--- config.mk ---
export PLATFORM = sky130hd
export DESIGN_NAME = spi_save_memory_command_sequencer_flat
export DESIGN_NICKNAME = d
export VERILOG_FILES = /design/src/sv/ssmcs_pkg.sv /design/src/sv/ssmcs_req_if.sv /design/src/sv/ssmcs_rsp_if.sv /design/src/sv/ssmcs_plan.sv /design/src/sv/spi_save_memory_command_sequencer.sv /design/src/flat_wrapper.sv
export SDC_FILE = /design/constraint.sdc
export NUM_CORES = 1
export LEC_CHECK = 0
export BUFFER_PORTS_ARGS = -buffer_cell sky130_fd_sc_hd__buf_4
export CAP_MARGIN = 20
export CORE_UTILIZATION = 25
export CTS_BUF_LIST = sky130_fd_sc_hd__clkbuf_4
export DETAILED_ROUTE_END_ITERATION = 10
export GPL_ROUTABILITY_DRIVEN = 0
export GPL_TIMING_DRIVEN = 0
export PLACE_DENSITY_LB_ADDON = 0.2
export SYNTH_ARGS = -nofsm -noshare
export SYNTH_HDL_FRONTEND = slang
export SYNTH_SLANG_ARGS = --single-unit
--- constraint.sdc ---
create_clock -name clock -period 6.9 [get_ports clock]
set_input_delay 0.345 -clock clock [delete_from_list [all_inputs] [get_ports clock]]
set_output_delay 0.345 -clock clock [all_outputs]
set_load 0.02 [all_outputs]
--- src/sv/ssmcs_pkg.sv ---
package ssmcs_pkg;

   // Field widths
   localparam int CMD_W     = 3;
   localparam int ADDR_W    = 24;
   localparam int COUNT_W   = 25;
   localparam int BYTE_W    = 8;
   localparam int KIND_W    = 3;
   localparam int PTR_W     = 25;   // internal address pointer, one bit above the bus address
   localparam int CHUNK_W   = 9;
   localparam int MODE_W    = 2;
   localparam int MAX_RES   = 8;
   localparam int RES_CNT_W = 4;
   localparam int RES_IDX_W = 3;

   // Request commands
   localparam logic [CMD_W-1:0] CMD_READ_START   = 3'd0;
   localparam logic [CMD_W-1:0] CMD_WRITE_START  = 3'd1;
   localparam logic [CMD_W-1:0] CMD_WRITE_DATA   = 3'd2;
   localparam logic [CMD_W-1:0] CMD_SECTOR_ERASE = 3'd3;
   localparam logic [CMD_W-1:0] CMD_PAGE_ERASE   = 3'd4;
   localparam logic [CMD_W-1:0] CMD_CHIP_ERASE   = 3'd5;
   localparam logic [CMD_W-1:0] CMD_BUS_REPLY    = 3'd6;

   // Response kinds
   localparam logic [KIND_W-1:0] KIND_SEND    = 3'd0;
   localparam logic [KIND_W-1:0] KIND_RELEASE = 3'd1;
   localparam logic [KIND_W-1:0] KIND_DATA    = 3'd2;
   localparam logic [KIND_W-1:0] KIND_DONE    = 3'd3;
   localparam logic [KIND_W-1:0] KIND_REJECT  = 3'd4;

   // SPI opcodes
   localparam logic [BYTE_W-1:0] OP_READ         = 8'h03;
   localparam logic [BYTE_W-1:0] OP_PROGRAM      = 8'h02;
   localparam logic [BYTE_W-1:0] OP_WREN         = 8'h06;
   localparam logic [BYTE_W-1:0] OP_READ_STATUS  = 8'h05;
   localparam logic [BYTE_W-1:0] OP_SECTOR_ERASE = 8'hD8;
   localparam logic [BYTE_W-1:0] OP_PAGE_ERASE   = 8'h81;
   localparam logic [BYTE_W-1:0] OP_CHIP_ERASE   = 8'hC7;
   localparam logic [BYTE_W-1:0] DUMMY_BYTE      = 8'h00;
   localparam int                STATUS_WIP_BIT  = 0;

   // Address modes
   localparam logic [MODE_W-1:0] MODE_NONE  = 2'd0;
   localparam logic [MODE_W-1:0] MODE_1BYTE = 2'd1;
   localparam logic [MODE_W-1:0] MODE_2BYTE = 2'd2;
   localparam logic [MODE_W-1:0] MODE_3BYTE = 2'd3;

   typedef enum logic [2:0] {
      PH_IDLE,
      PH_READ,
      PH_WDATA,
      PH_STATUS,
      PH_POLL
   } phase_type;

   typedef struct packed {
      phase_type            phase;
      logic [PTR_W-1:0]     current_address;
      logic [PTR_W-1:0]     end_address;
      logic [CHUNK_W-1:0]   chunk_count;
      logic [COUNT_W-1:0]   remaining_reads;
      logic                 busy_op_is_write;
   } state_type;

   typedef struct packed {
      logic [CMD_W-1:0]   command;
      logic [ADDR_W-1:0]  mem_address;
      logic [COUNT_W-1:0] byte_count;
      logic [BYTE_W-1:0]  write_byte;
      logic [BYTE_W-1:0]  reply_byte;
   } req_item_type;

   typedef struct packed {
      logic [KIND_W-1:0] kind;
      logic [BYTE_W-1:0] byte_value;
      logic              expect_reply;
   } res_type;

   typedef res_type [MAX_RES-1:0] res_list_type;

   typedef struct packed {
      res_list_type         list;
      logic [RES_CNT_W-1:0] count;
   } seq_type;

endpackage

--- src/sv/ssmcs_req_if.sv ---
interface ssmcs_req_if;
   logic                            valid;
   logic                            ready;
   logic [ssmcs_pkg::CMD_W-1:0]     command;
   logic [ssmcs_pkg::ADDR_W-1:0]    mem_address;
   logic [ssmcs_pkg::COUNT_W-1:0]   byte_count;
   logic [ssmcs_pkg::BYTE_W-1:0]    write_byte;
   logic [ssmcs_pkg::BYTE_W-1:0]    reply_byte;

   modport source (
      output valid, command, mem_address, byte_count, write_byte, reply_byte,
      input  ready
   );

   modport sink (
      input  valid, command, mem_address, byte_count, write_byte, reply_byte,
      output ready
   );
endinterface

--- src/sv/ssmcs_rsp_if.sv ---
interface ssmcs_rsp_if;
   logic                          valid;
   logic                          ready;
   logic [ssmcs_pkg::KIND_W-1:0]  kind;
   logic [ssmcs_pkg::BYTE_W-1:0]  byte_value;
   logic                          expect_reply;
   logic                          last;

   modport source (
      output valid, kind, byte_value, expect_reply, last,
      input  ready
   );

   modport sink (
      input  valid, kind, byte_value, expect_reply, last,
      output ready
   );
endinterface

--- src/sv/ssmcs_plan.sv ---
// Builds the full response list and next sequencer state for one request.
module ssmcs_plan #(
   parameter int PAGE_SMALL  = 16,
   parameter int PAGE_MEDIUM = 32,
   parameter int PAGE_LARGE  = 256
) (
   input  ssmcs_pkg::state_type                state,
   input  ssmcs_pkg::req_item_type             item,
   input  logic [ssmcs_pkg::MODE_W-1:0]        addr_mode,
   output ssmcs_pkg::res_list_type             res_list,
   output logic [ssmcs_pkg::RES_CNT_W-1:0]     res_count,
   output ssmcs_pkg::state_type                state_next
);

   // Append one response to the list
   function automatic ssmcs_pkg::seq_type push(
      ssmcs_pkg::seq_type                 s,
      logic [ssmcs_pkg::KIND_W-1:0]       kind,
      logic [ssmcs_pkg::BYTE_W-1:0]       value,
      logic                               expect_reply
   );
      ssmcs_pkg::seq_type r;
      r = s;
      if (s.count < ssmcs_pkg::RES_CNT_W'(ssmcs_pkg::MAX_RES)) begin
         r.list[s.count[ssmcs_pkg::RES_IDX_W-1:0]].kind         = kind;
         r.list[s.count[ssmcs_pkg::RES_IDX_W-1:0]].byte_value   = value;
         r.list[s.count[ssmcs_pkg::RES_IDX_W-1:0]].expect_reply = expect_reply;
         r.count = s.count + 1'b1;
      end
      return r;
   endfunction

   // Opcode plus address bytes; 1-byte mode folds A8 into opcode bit 3
   function automatic ssmcs_pkg::seq_type push_cmd_addr(
      ssmcs_pkg::seq_type                 s,
      logic [ssmcs_pkg::BYTE_W-1:0]       opcode,
      logic [ssmcs_pkg::ADDR_W-1:0]       a,
      logic [ssmcs_pkg::MODE_W-1:0]       m
   );
      ssmcs_pkg::seq_type r;
      r = s;
      if (m == ssmcs_pkg::MODE_1BYTE) begin
         r = push(r, ssmcs_pkg::KIND_SEND, opcode | {4'b0000, a[8], 3'b000}, 1'b0);
      end else begin
         r = push(r, ssmcs_pkg::KIND_SEND, opcode, 1'b0);
         if (m == ssmcs_pkg::MODE_3BYTE) begin
            r = push(r, ssmcs_pkg::KIND_SEND, a[23:16], 1'b0);
         end
         r = push(r, ssmcs_pkg::KIND_SEND, a[15:8], 1'b0);
      end
      r = push(r, ssmcs_pkg::KIND_SEND, a[7:0], 1'b0);
      return r;
   endfunction

   // WREN, release, program opcode and address
   function automatic ssmcs_pkg::seq_type push_chunk(
      ssmcs_pkg::seq_type                 s,
      logic [ssmcs_pkg::PTR_W-1:0]        cur,
      logic [ssmcs_pkg::MODE_W-1:0]       m
   );
      ssmcs_pkg::seq_type r;
      r = push(s, ssmcs_pkg::KIND_SEND, ssmcs_pkg::OP_WREN, 1'b0);
      r = push(r, ssmcs_pkg::KIND_RELEASE, '0, 1'b0);
      r = push_cmd_addr(r, ssmcs_pkg::OP_PROGRAM, cur[ssmcs_pkg::ADDR_W-1:0], m);
      return r;
   endfunction

   ssmcs_pkg::seq_type                  seq;
   ssmcs_pkg::state_type                nx;
   logic                                ok;
   logic [ssmcs_pkg::MODE_W-1:0]        mode;
   logic [ssmcs_pkg::CHUNK_W-1:0]       page;
   logic [ssmcs_pkg::PTR_W:0]           end_sum;
   logic [ssmcs_pkg::PTR_W-1:0]         cur_inc;
   logic [ssmcs_pkg::CHUNK_W-1:0]       chunk_inc;
   logic [ssmcs_pkg::COUNT_W-1:0]       reads_dec;

   // Effective mode and page size
   always_comb begin
      mode = (addr_mode == ssmcs_pkg::MODE_NONE) ? ssmcs_pkg::MODE_1BYTE : addr_mode;
      case (mode)
         ssmcs_pkg::MODE_1BYTE: page = ssmcs_pkg::CHUNK_W'(PAGE_SMALL);
         ssmcs_pkg::MODE_2BYTE: page = ssmcs_pkg::CHUNK_W'(PAGE_MEDIUM);
         default:               page = ssmcs_pkg::CHUNK_W'(PAGE_LARGE);
      endcase
   end

   // Arithmetic shared by the phases
   always_comb begin
      end_sum   = {2'b00, item.mem_address} + {1'b0, item.byte_count};
      cur_inc   = state.current_address + 1'b1;
      chunk_inc = state.chunk_count + 1'b1;
      reads_dec = state.remaining_reads - 1'b1;
   end

   // Response list and next state
   always_comb begin
      seq = '0;
      nx  = state;
      ok  = 1'b0;
      case (state.phase)
         ssmcs_pkg::PH_IDLE: begin
            if (item.command == ssmcs_pkg::CMD_READ_START) begin
               ok  = 1'b1;
               seq = push_cmd_addr(seq, ssmcs_pkg::OP_READ, item.mem_address, mode);
               if (item.byte_count == '0) begin
                  seq = push(seq, ssmcs_pkg::KIND_RELEASE, '0, 1'b0);
                  seq = push(seq, ssmcs_pkg::KIND_DONE, '0, 1'b0);
                  nx.phase = ssmcs_pkg::PH_IDLE;
               end else begin
                  nx.remaining_reads = item.byte_count;
                  seq = push(seq, ssmcs_pkg::KIND_SEND, ssmcs_pkg::DUMMY_BYTE, 1'b1);
                  nx.phase = ssmcs_pkg::PH_READ;
               end
            end else if (item.command == ssmcs_pkg::CMD_WRITE_START) begin
               ok = 1'b1;
               nx.current_address  = {1'b0, item.mem_address};
               nx.end_address      = end_sum[ssmcs_pkg::PTR_W] ? '1
                                     : end_sum[ssmcs_pkg::PTR_W-1:0];
               nx.busy_op_is_write = 1'b1;
               if (nx.current_address >= nx.end_address) begin
                  seq = push(seq, ssmcs_pkg::KIND_DONE, '0, 1'b0);
                  nx.phase = ssmcs_pkg::PH_IDLE;
               end else begin
                  seq = push_chunk(seq, nx.current_address, mode);
                  nx.chunk_count = '0;
                  nx.phase = ssmcs_pkg::PH_WDATA;
               end
            end else if (item.command inside {ssmcs_pkg::CMD_SECTOR_ERASE,
                                              ssmcs_pkg::CMD_PAGE_ERASE,
                                              ssmcs_pkg::CMD_CHIP_ERASE}) begin
               ok = 1'b1;
               nx.busy_op_is_write = 1'b0;
               seq = push(seq, ssmcs_pkg::KIND_SEND, ssmcs_pkg::OP_WREN, 1'b0);
               seq = push(seq, ssmcs_pkg::KIND_RELEASE, '0, 1'b0);
               if (item.command == ssmcs_pkg::CMD_CHIP_ERASE) begin
                  seq = push(seq, ssmcs_pkg::KIND_SEND, ssmcs_pkg::OP_CHIP_ERASE, 1'b0);
               end else begin
                  seq = push(seq, ssmcs_pkg::KIND_SEND,
                             (item.command == ssmcs_pkg::CMD_SECTOR_ERASE)
                                ? ssmcs_pkg::OP_SECTOR_ERASE : ssmcs_pkg::OP_PAGE_ERASE,
                             1'b0);
                  seq = push(seq, ssmcs_pkg::KIND_SEND, item.mem_address[23:16], 1'b0);
                  seq = push(seq, ssmcs_pkg::KIND_SEND, item.mem_address[15:8], 1'b0);
                  seq = push(seq, ssmcs_pkg::KIND_SEND, item.mem_address[7:0], 1'b0);
               end
               seq = push(seq, ssmcs_pkg::KIND_RELEASE, '0, 1'b0);
               seq = push(seq, ssmcs_pkg::KIND_SEND, ssmcs_pkg::OP_READ_STATUS, 1'b1);
               nx.phase = ssmcs_pkg::PH_STATUS;
            end
         end
         ssmcs_pkg::PH_WDATA: begin
            if (item.command == ssmcs_pkg::CMD_WRITE_DATA) begin
               ok = 1'b1;
               seq = push(seq, ssmcs_pkg::KIND_SEND, item.write_byte, 1'b0);
               nx.current_address = cur_inc;
               nx.chunk_count     = chunk_inc;
               // chunk ends at the end address or after one page worth of bytes
               if (cur_inc >= state.end_address || chunk_inc >= page) begin
                  nx.busy_op_is_write = 1'b1;
                  seq = push(seq, ssmcs_pkg::KIND_RELEASE, '0, 1'b0);
                  seq = push(seq, ssmcs_pkg::KIND_SEND, ssmcs_pkg::OP_READ_STATUS, 1'b1);
                  nx.phase = ssmcs_pkg::PH_STATUS;
               end
            end
         end
         ssmcs_pkg::PH_READ: begin
            if (item.command == ssmcs_pkg::CMD_BUS_REPLY) begin
               ok = 1'b1;
               seq = push(seq, ssmcs_pkg::KIND_DATA, item.reply_byte, 1'b0);
               nx.remaining_reads = reads_dec;
               if (reads_dec != '0) begin
                  seq = push(seq, ssmcs_pkg::KIND_SEND, ssmcs_pkg::DUMMY_BYTE, 1'b1);
               end else begin
                  seq = push(seq, ssmcs_pkg::KIND_RELEASE, '0, 1'b0);
                  seq = push(seq, ssmcs_pkg::KIND_DONE, '0, 1'b0);
                  nx.phase = ssmcs_pkg::PH_IDLE;
               end
            end
         end
         ssmcs_pkg::PH_STATUS: begin
            // reply to the status opcode itself only paces the sequence
            if (item.command == ssmcs_pkg::CMD_BUS_REPLY) begin
               ok = 1'b1;
               seq = push(seq, ssmcs_pkg::KIND_SEND, ssmcs_pkg::DUMMY_BYTE, 1'b1);
               nx.phase = ssmcs_pkg::PH_POLL;
            end
         end
         ssmcs_pkg::PH_POLL: begin
            if (item.command == ssmcs_pkg::CMD_BUS_REPLY) begin
               ok = 1'b1;
               if (item.reply_byte[ssmcs_pkg::STATUS_WIP_BIT]) begin
                  seq = push(seq, ssmcs_pkg::KIND_SEND, ssmcs_pkg::DUMMY_BYTE, 1'b1);
               end else begin
                  seq = push(seq, ssmcs_pkg::KIND_RELEASE, '0, 1'b0);
                  if (state.busy_op_is_write &&
                      state.current_address < state.end_address) begin
                     seq = push_chunk(seq, state.current_address, mode);
                     nx.chunk_count = '0;
                     nx.phase = ssmcs_pkg::PH_WDATA;
                  end else begin
                     seq = push(seq, ssmcs_pkg::KIND_DONE, '0, 1'b0);
                     nx.phase = ssmcs_pkg::PH_IDLE;
                  end
               end
            end
         end
         default: begin
            ok = 1'b0;
         end
      endcase

      // out-of-phase command: single reject, state untouched
      if (!ok) begin
         seq = push('0, ssmcs_pkg::KIND_REJECT, '0, 1'b0);
         nx  = state;
      end
   end

   assign res_list   = seq.list;
   assign res_count  = seq.count;
   assign state_next = nx;

endmodule

--- src/sv/spi_save_memory_command_sequencer.sv ---
// Channel  | Direction | Contents
// ---------+-----------+--------------------------------------------------------
// req_ch   | in        | command, mem_address, byte_count, write_byte, reply_byte
// rsp_ch   | out       | kind, byte_value, expect_reply, last (one per transaction)
// csr_*    | in        | addr_mode write (write enable + 2-bit data)
//
// A request is registered, then expanded combinationally into a list of 1 to 8
// responses that are loaded into a response buffer, which offers the first one.
// Responses leave one per cycle while rsp_ch is ready, so a request occupies the
// output port for one transfer per response (1 to 8); the next request is
// taken while the buffer drains. Reset is synchronous; no clearing pass.
// Backpressure on rsp_ch stalls the buffer, then the input register, then req_ch.
module spi_save_memory_command_sequencer #(
   parameter int PAGE_SMALL  = 16,
   parameter int PAGE_MEDIUM = 32,
   parameter int PAGE_LARGE  = 256
) (
   input  logic                          clock,
   input  logic                          reset,
   ssmcs_req_if.sink                     req_ch,
   ssmcs_rsp_if.source                   rsp_ch,
   input  logic                          csr_write_enable,
   input  logic [ssmcs_pkg::MODE_W-1:0]  csr_write_data
);

   ssmcs_pkg::state_type                  state_ff, state_in, state_next;
   ssmcs_pkg::req_item_type               item_ff, item_in;
   logic                                  item_valid_ff, item_valid_in;
   ssmcs_pkg::res_list_type               list_ff, list_in, plan_list;
   logic [ssmcs_pkg::RES_CNT_W-1:0]       count_ff, count_in, plan_count;
   logic [ssmcs_pkg::RES_IDX_W-1:0]       pos_ff, pos_in;
   logic                                  buf_valid_ff, buf_valid_in;
   logic [ssmcs_pkg::MODE_W-1:0]          mode_ff, mode_in;

   logic                                  in_take;
   logic                                  in_ready;
   logic                                  rsp_fire;
   logic                                  at_last;
   logic                                  buf_done;
   logic                                  buf_load;

   // Response list builder
   ssmcs_plan #(
      .PAGE_SMALL  (PAGE_SMALL),
      .PAGE_MEDIUM (PAGE_MEDIUM),
      .PAGE_LARGE  (PAGE_LARGE)
   ) u_plan (
      .state      (state_ff),
      .item       (item_ff),
      .addr_mode  (mode_ff),
      .res_list   (plan_list),
      .res_count  (plan_count),
      .state_next (state_next)
   );

   // Handshake control
   always_comb begin
      at_last  = ({1'b0, pos_ff} + 1'b1) == count_ff;
      rsp_fire = buf_valid_ff & rsp_ch.ready;
      buf_done = rsp_fire & at_last;
      buf_load = item_valid_ff & (~buf_valid_ff | buf_done);
      in_ready = ~item_valid_ff | buf_load;
      in_take  = req_ch.valid & in_ready;
   end

   // Next-value logic
   always_comb begin
      item_in       = item_ff;
      item_valid_in = in_take | (item_valid_ff & ~buf_load);
      if (in_take) begin
         item_in.command     = req_ch.command;
         item_in.mem_address = req_ch.mem_address;
         item_in.byte_count  = req_ch.byte_count;
         item_in.write_byte  = req_ch.write_byte;
         item_in.reply_byte  = req_ch.reply_byte;
      end

      list_in      = buf_load ? plan_list : list_ff;
      count_in     = buf_load ? plan_count : count_ff;
      state_in     = buf_load ? state_next : state_ff;
      buf_valid_in = buf_load | (buf_valid_ff & ~buf_done);

      if (buf_load) begin
         pos_in = '0;
      end else if (rsp_fire) begin
         pos_in = pos_ff + 1'b1;
      end else begin
         pos_in = pos_ff;
      end

      mode_in = csr_write_enable ? csr_write_data : mode_ff;
   end

   // Control registers
   always_ff @(posedge clock) begin
      if (reset) begin
         state_ff      <= '{phase: ssmcs_pkg::PH_IDLE, default: '0};
         item_valid_ff <= 1'b0;
         buf_valid_ff  <= 1'b0;
         pos_ff        <= '0;
         mode_ff       <= ssmcs_pkg::MODE_3BYTE;
      end else begin
         state_ff      <= state_in;
         item_valid_ff <= item_valid_in;
         buf_valid_ff  <= buf_valid_in;
         pos_ff        <= pos_in;
         mode_ff       <= mode_in;
      end
   end

   // Payload registers
   always_ff @(posedge clock) begin
      item_ff  <= item_in;
      list_ff  <= list_in;
      count_ff <= count_in;
   end

   // Port drive
   assign req_ch.ready        = in_ready;
   assign rsp_ch.valid        = buf_valid_ff;
   assign rsp_ch.kind         = list_ff[pos_ff].kind;
   assign rsp_ch.byte_value   = list_ff[pos_ff].byte_value;
   assign rsp_ch.expect_reply = list_ff[pos_ff].expect_reply;
   assign rsp_ch.last         = at_last;

endmodule

--- src/flat_wrapper.sv ---
// flat-port wrapper written by rule: the top's interface ports become plain ports
module spi_save_memory_command_sequencer_flat 
#(
   parameter int PAGE_SMALL  = 16,
   parameter int PAGE_MEDIUM = 32,
   parameter int PAGE_LARGE  = 256
)
  (clock, reset, csr_write_enable, csr_write_data, req_ch_valid, req_ch_command, req_ch_mem_address, req_ch_byte_count, req_ch_write_byte, req_ch_reply_byte, req_ch_ready, rsp_ch_valid, rsp_ch_kind, rsp_ch_byte_value, rsp_ch_expect_reply, rsp_ch_last, rsp_ch_ready);
  ssmcs_req_if req_ch_i ();
  ssmcs_rsp_if rsp_ch_i ();
  input  logic clock;
  input  logic reset;
  input  logic csr_write_enable;
  input  logic [ssmcs_pkg::MODE_W-1:0] csr_write_data;
  input wire logic [$bits(req_ch_i.valid)-1:0] req_ch_valid;
  input wire logic [$bits(req_ch_i.command)-1:0] req_ch_command;
  input wire logic [$bits(req_ch_i.mem_address)-1:0] req_ch_mem_address;
  input wire logic [$bits(req_ch_i.byte_count)-1:0] req_ch_byte_count;
  input wire logic [$bits(req_ch_i.write_byte)-1:0] req_ch_write_byte;
  input wire logic [$bits(req_ch_i.reply_byte)-1:0] req_ch_reply_byte;
  output wire logic [$bits(req_ch_i.ready)-1:0] req_ch_ready;
  output wire logic [$bits(rsp_ch_i.valid)-1:0] rsp_ch_valid;
  output wire logic [$bits(rsp_ch_i.kind)-1:0] rsp_ch_kind;
  output wire logic [$bits(rsp_ch_i.byte_value)-1:0] rsp_ch_byte_value;
  output wire logic [$bits(rsp_ch_i.expect_reply)-1:0] rsp_ch_expect_reply;
  output wire logic [$bits(rsp_ch_i.last)-1:0] rsp_ch_last;
  input wire logic [$bits(rsp_ch_i.ready)-1:0] rsp_ch_ready;
  assign req_ch_i.valid = req_ch_valid;
  assign req_ch_i.command = req_ch_command;
  assign req_ch_i.mem_address = req_ch_mem_address;
  assign req_ch_i.byte_count = req_ch_byte_count;
  assign req_ch_i.write_byte = req_ch_write_byte;
  assign req_ch_i.reply_byte = req_ch_reply_byte;
  assign req_ch_ready = req_ch_i.ready;
  assign rsp_ch_valid = rsp_ch_i.valid;
  assign rsp_ch_kind = rsp_ch_i.kind;
  assign rsp_ch_byte_value = rsp_ch_i.byte_value;
  assign rsp_ch_expect_reply = rsp_ch_i.expect_reply;
  assign rsp_ch_last = rsp_ch_i.last;
  assign rsp_ch_i.ready = rsp_ch_ready;
  spi_save_memory_command_sequencer #(.PAGE_SMALL(PAGE_SMALL), .PAGE_MEDIUM(PAGE_MEDIUM), .PAGE_LARGE(PAGE_LARGE)) u_core (.clock(clock), .reset(reset), .req_ch(req_ch_i), .rsp_ch(rsp_ch_i), .csr_write_enable(csr_write_enable), .csr_write_data(csr_write_data));
endmodule
# Word-level counts from Yosys, hierarchy flattened

Index checks and enable logic that the tools add are counted.

Input bits: 75
Output and inout bits: 15
Register bits: 263
Word-level logic and storage cells: 708

Magnitude comparators: 86
Eq/ne operators: 29
Reductions and logical operators: 47
Bitwise gates (word level): 15
Mux-type cells: 458
Add/subtract/negate cells: 33

Operators by type and width:

| cell                                                                                | count |
|---|---|
| 100-bit 2-to-1 mux                                                                  | 135 |
| 96-bit bitwise mux                                                                  | 96 |
| 12-bit demux with 3-bit select                                                      | 81 |
| 100-bit one-hot mux with 5 select lines                                             | 1 |
| 12-bit 2-to-1 mux                                                                   | 28 |
| 16-bit 2-to-1 mux                                                                   | 18 |
| 9-bit 2-to-1 mux                                                                    | 32 |
| 59-bit 2-to-1 mux                                                                   | 2 |
| 3-bit by 4-bit less-than comparator with 1-bit output, second input constant        | 28 |
| 4-bit by 1-bit adder with 4-bit output, second input constant                       | 27 |
| 4-bit less-than comparator, second input constant                                   | 27 |
| 25-bit 2-to-1 mux                                                                   | 4 |
| 25-bit one-hot mux with 2 select lines                                              | 2 |
| 3-bit by 1-bit greater-or-equal comparator with 1-bit output, second input constant | 27 |
| 1-bit 2-to-1 mux                                                                    | 38 |
| 12-bit binary-select mux with 3-bit select                                          | 1 |
| 1-bit logical AND                                                                   | 28 |
| 28-bit 2-to-1 mux                                                                   | 1 |
| 3-bit 2-to-1 mux                                                                    | 9 |
| 9-bit one-hot mux with 3 select lines                                               | 1 |
| 24-bit by 25-bit adder with 26-bit output                                           | 1 |
| 2-bit != test, second input constant                                                | 13 |
| 25-bit by 1-bit adder with 25-bit output, second input constant                     | 1 |
| 24-bit by 25-bit greater-or-equal comparator with 1-bit output                      | 1 |
| other kinds (40)                                                                    | 66 |

# Longest topological paths before layout

Gate-level depths: netlist of run 1.

Depth in word-level cells: 94
Depth in mapped cells: 21
Gate-level depth less buffers: 18

# Hierarchy

Synthesis of run 1 repeated with hierarchy kept, for this count alone.

Cell total of the unflattened synthesis: 1903
Area total of the unflattened synthesis: 18202.5 um^2

Modules (own cells, without submodules):

| module                            | area each (um^2) | sequential area each (um^2) | times used | cells each |
|---|---|---|---|---|
| spi_save_memory_command_sequencer | 10177.3          | 6946.7                      | 1          | 631 |
| ssmcs_plan                        | 8025.2           | 0.0                         | 1          | 1272 |

# Worst setup path before layout of run 1

No wires, ideal clock.

Path kind: register to register
Start: register u_core.pos_ff[0] (netlist name)
End: register u_core.pos_ff[0] (netlist name)
Cell stages (with the launch flop): 9
Path buffers: 0
Period minus slack after synthesis: 6.109 ns
Setup time: 0.120 ns
Arrival: 5.989 ns
Path slack: 0.791 ns
Data required time: 6.780 ns
Cell sequence: dfxtp_1 > ha_1 > xor2_1 > or3_1 > a21oi_1 > nor2_1 > nor2b_1 > or2_2 > nor2_1

Longest elaborated chain between the ends: 6
Elaborated cells on any way between the ends: 7
Classes of those cells: add/sub: 2; eq/ne: 1; bitwise: 3; reduce/logical: 1

RTL lines:

| element                                | RTL line                                 | source |
|---|---|---|
| start, declared                        | spi_save_memory_command_sequencer.sv:31  | `logic [ssmcs_pkg::RES_IDX_W-1:0] pos_ff, pos_in;` |
| start signal, assigned                 | spi_save_memory_command_sequencer.sv:106 | `pos_ff <= pos_in;` |
| 3-bit by 1-bit adder with 4-bit output | spi_save_memory_command_sequencer.sv:58  | `at_last = ({1'b0, pos_ff} + 1'b1) == count_ff;` |
| 4-bit == test                          | spi_save_memory_command_sequencer.sv:58  |  |
| 1-bit bitwise AND                      | spi_save_memory_command_sequencer.sv:60  | `buf_done = rsp_fire & at_last;` |
| 1-bit OR                               | spi_save_memory_command_sequencer.sv:61  | `buf_load = item_valid_ff & (~buf_valid_ff \| buf_done);` |
| 1-bit bitwise AND                      | spi_save_memory_command_sequencer.sv:61  |  |
| net u_core.buf_load                    | spi_save_memory_command_sequencer.sv:40  | `logic buf_load;` |
| 2-bit OR reduction (no source line)    | --                                       |  |

The timed path passes the listed nets, and every way through them passes these cells.
A chain may end at the register's enable or synchronous reset.

# Worst setup path in the final report of run 1

Start: register u_core.item_ff[50] (netlist name)
End: register u_core.list_ff[68] (netlist name) (data pin)

Longest elaborated chain between the ends: 7

RTL lines:

| element                                                            | RTL line                                 | source |
|---|---|---|
| start, declared                                                    | spi_save_memory_command_sequencer.sv:27  | `ssmcs_pkg::req_item_type item_ff, item_in;` |
| start signal, assigned                                             | spi_save_memory_command_sequencer.sv:113 | `item_ff <= item_in;` |
| 24-bit by 25-bit adder with 26-bit output                          | ssmcs_plan.sv:90                         | `end_sum = {2'b00, item.mem_address} + {1'b0, item.byte_count};` |
| 25-bit 2-to-1 mux                                                  | ssmcs_plan.sv:118                        | `nx.end_address = end_sum[ssmcs_pkg::PTR_W] ? '1` |
| 24-bit by 25-bit greater-or-equal comparator with 1-bit output (*) | ssmcs_plan.sv:121                        | `if (nx.current_address >= nx.end_address) begin` |
| 100-bit 2-to-1 mux (*)                                             | ssmcs_plan.sv:121                        |  |
| 100-bit 2-to-1 mux (*)                                             | ssmcs_plan.sv:115                        | `end else if (item.command == ssmcs_pkg::CMD_WRITE_START) begin` |
| 100-bit 2-to-1 mux (*)                                             | ssmcs_plan.sv:103                        | `if (item.command == ssmcs_pkg::CMD_READ_START) begin` |
| 100-bit one-hot mux with 5 select lines (*)                        | ssmcs_plan.sv:101                        | `case (state.phase)` |
| end signal, assigned                                               | spi_save_memory_command_sequencer.sv:114 | `list_ff <= list_in;` |
| end, declared                                                      | spi_save_memory_command_sequencer.sv:29  | `ssmcs_pkg::res_list_type list_ff, list_in, plan_list;` |

Mark *: on every way between the ends. The rest lies on a longest branch, timed or not.

==> reports/qor.csv, run 1 <==
metric;value;unit
placed insts;2539;
final setup margin;308;ps
TNS Setup;0;ps
Cell variety after synth;86;
Slew headroom;20.2;%
EDFF count, synth;160;
root buffer cell;clkbuf_4;
Die Area;63300;sq um
pwr/cell area;211;nW/um^2
combinational share of power;18.8;%
top cell type's share of synthesized area;30.8;%
placed wire-length estimate;42500;um
first-pass GRT wire length;84000;um
Routed WL per cell;20.2;um
clock edge transition at the registers on the reported setup and hold paths;70;ps
Final Hold Vio Count;0;
Setup Skew;70.8;ps
Core Box Area;61600;sq um
CTS tree;yes;
CP arrival;7210;ps
Crit Path Max Fanout;10;
Max Slew Vio Count;0;
Max clock buf depth;3;
DP Worst Slack;172;ps
Critical Path Start Type;flop;
Placed Area;17500;sq um
max-cap violation count;0;
Req. time, crit path;7520;ps
dominant cell type by area after synthesis;edfxtp_1;
Antenna Nets Post-Route;0;
Pre-Repair DR Iteration Count;5;
synth top area cells;edfxtp_1 (31%), dfxtp_1 (12%), ha_1 (8.5%);
Pleak;0.00714;uW
largest net degree at the start of global routing;30;
Yosys reg bits;255;
final worst path period share;95.5;%
layout cells sized above 1;15.3;%
Worst setup EP type;flop;
internal power;2790;uW
post-synthesis async set-or-reset flop share;0;%
RSZ-0062 raised after global routing;no;
vias in the first global route;13782;
switch share;30.9;%
total track usage;17.5;%
DR vias;13884;
drt via density;5.05;
# nets final;2032;
min Tclk post-route;6590;ps
Max Clk Rate;0.152;GHz
IO Pins;90;
Psw;1250;uW
die height;252;um
status;complete, no violations;
# fillers;6465;
# DRC;0;
Iter 0 DRT Violations;1083;
worst-skew pair later-pin latency;850;ps
cts bufs inserted;72;
Final Cell Area;19200;sq um
Post-Route WL;55600;um
CTS sink cnt;255;
power share of the clock group;37.3;%
Flop pwr share;43.9;%
Slew @ Worst Pin;1170;ps
Setup-failing EPs final;0;
Final Hold Slack;48.3;ps
sequential-to-total area share from yosys stat;43.0;%
Primary FF master, synth;edfxtp_1;
total grt overflow;0;
H-tree levels;3;
I/O Buffers;88;
Synth Cell Area;15600;sq um
initial antenna violation count;2;
Max IR drop VDD;0.000126;V
Die Wd;252;um
site row count;91;
area grow syn2layout;23.1;%
most instantiated cells after synthesis;nor2_1 (190), edfxtp_1 (160), ha_1 (106), nand2_1 (105), dfxtp_1 (95);
Initial Utilization;25.3;%
syn_area_per_cell;9.75;sq um
most common cell in the synthesized netlist;nor2_1;
non-filler cells, final;2750;
cells after synthesis;1598;
HP Class;in2reg;
synth warn;0;
Setup CP Type;reg2reg;
## cell type report
cell class / instances / area [sq um] / area share (%)
diodes: 4 / 10.0 / 0.0522
plain buffers: 94 / 373 / 1.94
clock buffers: 106 / 796 / 4.15
clock inverters: 27 / 168 / 0.874
inverters: 58 / 218 / 1.13
multi-input cells: 1201 / 8350 / 43.5
flip-flops and latches: 255 / 6710 / 34.9
well taps: 837 / 1050 / 5.46
repair buffers: 168 / 1520 / 7.93
## through the flow
| step | utilization (%) | power [uW] |
|---|---|---|
| finish | 31.2 | 4040 |
| global route | 31.2 | 4260 |
| CTS | 31.1 | 4090 |
| detailed placement | 28.4 | 2530 |
| global placement | 28.1 | 2520 |
| floorplan | - | 2250 |
## critical path: stages, from the launching register on
cell,delay (ps)
edfxtp_1,640
ha_1,540
nand3_1,160
nor3_1,400
or4b_1,580
nand4_1,140
and3b_1,150
buf_2,260
buf_2,290
buf_2,260
nor2_1,110
ha_1,300
a21o_1,160
nand3_1,70
a21oi_1,70
o41ai_1,610
a32o_1,420
nor3_1,170
o32ai_2,520
buf_2,300
o2bb2ai_1,190
## layout by cell type, fill, tap and decap left out, types with 19 or more instances in the layout
| cell type | count |
|---|---|
| nor2_1 | 190 |
| edfxtp_1 | 160 |
| ha_1 | 106 |
| clkbuf_4 | 106 |
| nand2_1 | 105 |
| dfxtp_1 | 95 |
| a21oi_1 | 90 |
| buf_4 | 88 |
| o21ai_0 | 80 |
| dlygate4sd3_1 | 74 |
| clkbuf_1 | 71 |
| a211oi_1 | 65 |
| nand3_1 | 58 |
| inv_1 | 55 |
| a22oi_1 | 42 |
| nor3_1 | 35 |
| xnor2_1 | 35 |
| mux2i_1 | 31 |
| nand4_1 | 27 |
| mux4_2 | 22 |
| a21o_1 | 20 |
| xor2_1 | 20 |
| and3_1 | 19 |
## power by group through the flow
stage                     clock [uW]  combinational, uW  sequential, uW
final                           1510                760            1770
after global routing            1640                841            1780
after CTS                       1560                758            1770
after detailed placement           0                720            1810
after global placement             0                699            1820
after floorplan                    0                484            1770
## worst paths after layout
check | start | end | slack, ps | cells past startpoint
worst max-delay path | u_core.item_ff[50] | u_core.list_ff[68] | 310 | 20
worst min-delay path | reset | u_core.state_ff[29] | 50 | 3
worst max register to register | u_core.item_ff[50] | u_core.list_ff[68] | 310 | 20
worst min register to register | u_core.state_ff[56] | u_core.state_ff[56] | 470 | 2
## routing by layer
metal / wire length [um] / GRT usage, %
met1: 25200 / 22.9
met2: 25700 / 28.4
met3: 3070 / 3.66
met4: 1680 / 6.53
met5: 0 / 0
## sequential cells by signal, indices dropped and copies added, names as in the netlist
register	flops
u_core.pos_ff	3
u_core.state_ff	88
u_core.item_ff	68
u_core.count_ff	4
u_core.list_ff	88
u_core.mode_ff	2
u_core.item_valid_ff	1
u_core.rsp_ch.valid	1
## logic make-up (layout without fill, tap and decap cells)
family / Yosys count / after routing / synth area share (%)
simple gates: 525 / 525 / 16.1
compound gates: 434 / 434 / 19.0
flops: 255 / 255 / 43.0
buf+inv: 152 / 453 / 3.79
fa+ha+maj: 107 / 107 / 8.64
mux: 69 / 69 / 6.33
xor+xnor: 55 / 55 / 3.09
other cells: 1 / 15 / 0.0241
## timing repair
action / CTS / global route
endpoints found under the hold margin: 74 / 0
buffers inserted: 0 / 0
setup endpoints to repair: 0 / 10
resized for setup: 0 / 1
hold buffers: 74 / 0
Note: power is estimated with default switching activity, not from simulation.
==> run 2: changes to the inputs <==
- REMOVE_ABC_BUFFERS: default -> 1
- clock period: 6.9 -> 7 ns (I/O delays scaled with it)
==> reports/qor.csv, run 2 (synthesis results as in run 1) <==
metric;value;unit
CP arrival;7200;ps
Die Area;63300;sq um
biggest regs;u_core.list_ff (88), u_core.state_ff (88), u_core.item_ff (68);
total track usage;16.9;%
Post-CTS Hold Fix Bufs;74;
Crit path depth;17;
Max clock buf depth;3;
clock edge transition at the registers on the reported setup and hold paths;70;ps
Critical Path Start Type;flop;
final worst path period share;94.6;%
drt via density;5.03;
Pre-Repair DR Iteration Count;6;
Setup Skew;76.4;ps
RSZ-0062 raised after global routing;no;
final setup margin;377;ps
WP buf/inv;1;
HP Class;in2reg;
Max Clk Rate;0.151;GHz
Max Slew Vio Count;0;
Crit Path Max Fanout;22;
largest net degree at the start of global routing;91;
first-pass GRT wire length;80500;um
pwr/cell area;211;nW/um^2
most frequent cells in the layout;nor2_1 (187), edfxtp_1 (160), clkbuf_4 (115);
Setup CP Type;reg2reg;
CP top delay family;compound AO/OA/AOI/OAI gates;
status;complete, no violations;
DR vias;13465;
root buffer cell;clkbuf_4;
R2R Path Start;u_core.item_ff[57];
Final Cell Area;19200;sq um
post_cts resized;0;
R2R setup slack;380;ps
crit path to;u_core.list_ff[62];
total grt overflow;0;
Setup-failing EPs final;0;
Max IR drop VDD;0.000129;V
CTS tree;yes;
max-cap violation count;0;
Placed Area;17400;sq um
min Tclk post-route;6620;ps
Routed WL per cell;20.0;um
DP Worst Slack;349;ps
Final Hold Vio Count;0;
site row count;91;
max incr delay on CP;910;ps
non-filler cells, final;2678;
Post-Route WL;53500;um
Req. time, crit path;7580;ps
worst r2r path cells;17;
area grow syn2layout;23.4;%
Slew @ Worst Pin;1130;ps
# DRC;0;
placed wire-length estimate;39700;um
Antenna Nets Post-Route;0;
layout cells sized above 1;16.5;%
CTS sink cnt;255;
Worst setup EP type;flop;
placed insts;2459;
Worst R2R End;u_core.list_ff[62];
# nets final;1958;
post-layout util;31.2;%
Critical Path Source;u_core.item_ff[57];
worst-skew pair later-pin latency;830;ps
die height;252;um
worst-path cell chain;ha_1 -> nand3_1 -> nor3_1 -> or4b_1 -> nand4_1 -> and3b_1 -> buf_16 -> nor2_1 -> ha_1 -> a21o_1 -> nand3_1 -> a21oi_1 -> o41ai_1 -> a32o_1 -> nor3_1 -> o32ai_2 -> o2bb2ai_1;
IO Pins;90;
Core Box Area;61600;sq um
initial antenna violation count;4;
Iter 0 DRT Violations;830;
commonest non-fill, non-tap cell in the layout;nor2_1;
Slew headroom;24.3;%
H-tree levels;3;
vias in the first global route;13340;
cts bufs inserted;76;
Initial Utilization;25.3;%
Post-CTS Repair Setup Buffers;0;
I/O Buffers;89;
slowest CP cell;o32ai_2;
Pleak;0.00714;uW
Die Wd;252;um
==> run 2: cell count changes in the layout (fill, tap and decap cells not counted), moves of 5 or more <==
cell / before / now
clkbuf_1: 71 / 0
buf_12: 3 / 8
clkbuf_4: 106 / 115
buf_1: 7 / 0
buf_2: 15 / 1
==> run 2: worst min-delay path by stage <==
stage,startpoint,endpoint,cells past startpoint
after floorplan,reset,u_core.item_valid_ff,1
after global placement,u_core.state_ff[56],u_core.state_ff[56],2
after detailed placement,u_core.state_ff[34],u_core.state_ff[34],2
after CTS,reset,u_core.state_ff[76],2
after global routing,req_ch_byte_count[7],u_core.item_ff[23],2
final,req_ch_reply_byte[2],u_core.item_ff[2],2
==> run 2: where the power goes <==
part	leakage, uW	switching [uW]	internal [uW]	total [uW]
registers	0.00231	86.9	1670	1760
clock network	0.000611	698	861	1560
logic	0.00422	427	311	738
==> run 2: worst reg2reg max path, stage by stage (launching register included) <==
cell       delay [ps]
edfxtp_1          640
ha_1              520
nand3_1           130
nor3_1            420
or4b_1            600
nand4_1           140
and3b_1           540
buf_16            240
nor2_1             90
ha_1              290
a21o_1            160
nand3_1            80
a21oi_1            80
o41ai_1           620
a32o_1            480
nor3_1            200
o32ai_2           910
o2bb2ai_1         290
==> run 2: stage by stage <==
stage                     hold WS, ps  TNS [ps]  power (uW)
after floorplan                   419      -181        2200
after global placement            452   -381180        2470
after detailed placement          466         0        2490
after CTS                         162         0        4130
after global routing              214         0        4280
final                             266         0        4060
==> run 2: per-layer routing <==
layer  track usage [%]  vias up  wire [um]
met3              3.82      120       3380
li1                  -     6482          -
met5                 0        -          0
met4              7.68        0       2080
met1              21.0     6446      23100
met2              27.8      417      25000
==> run 2: layout make-up <==
class                           instances  area (sq um)
Sequential cell                       255          6710
Clock buffer                          115           863
Timing Repair Buffer                  184          1810
Fill cell                            6464         42400
Inverter                               58           218
Multi-Input combinational cell       1201          8390
Antenna cell                            4          10.0
Tap cell                              837          1050
Clock inverter                         24           179
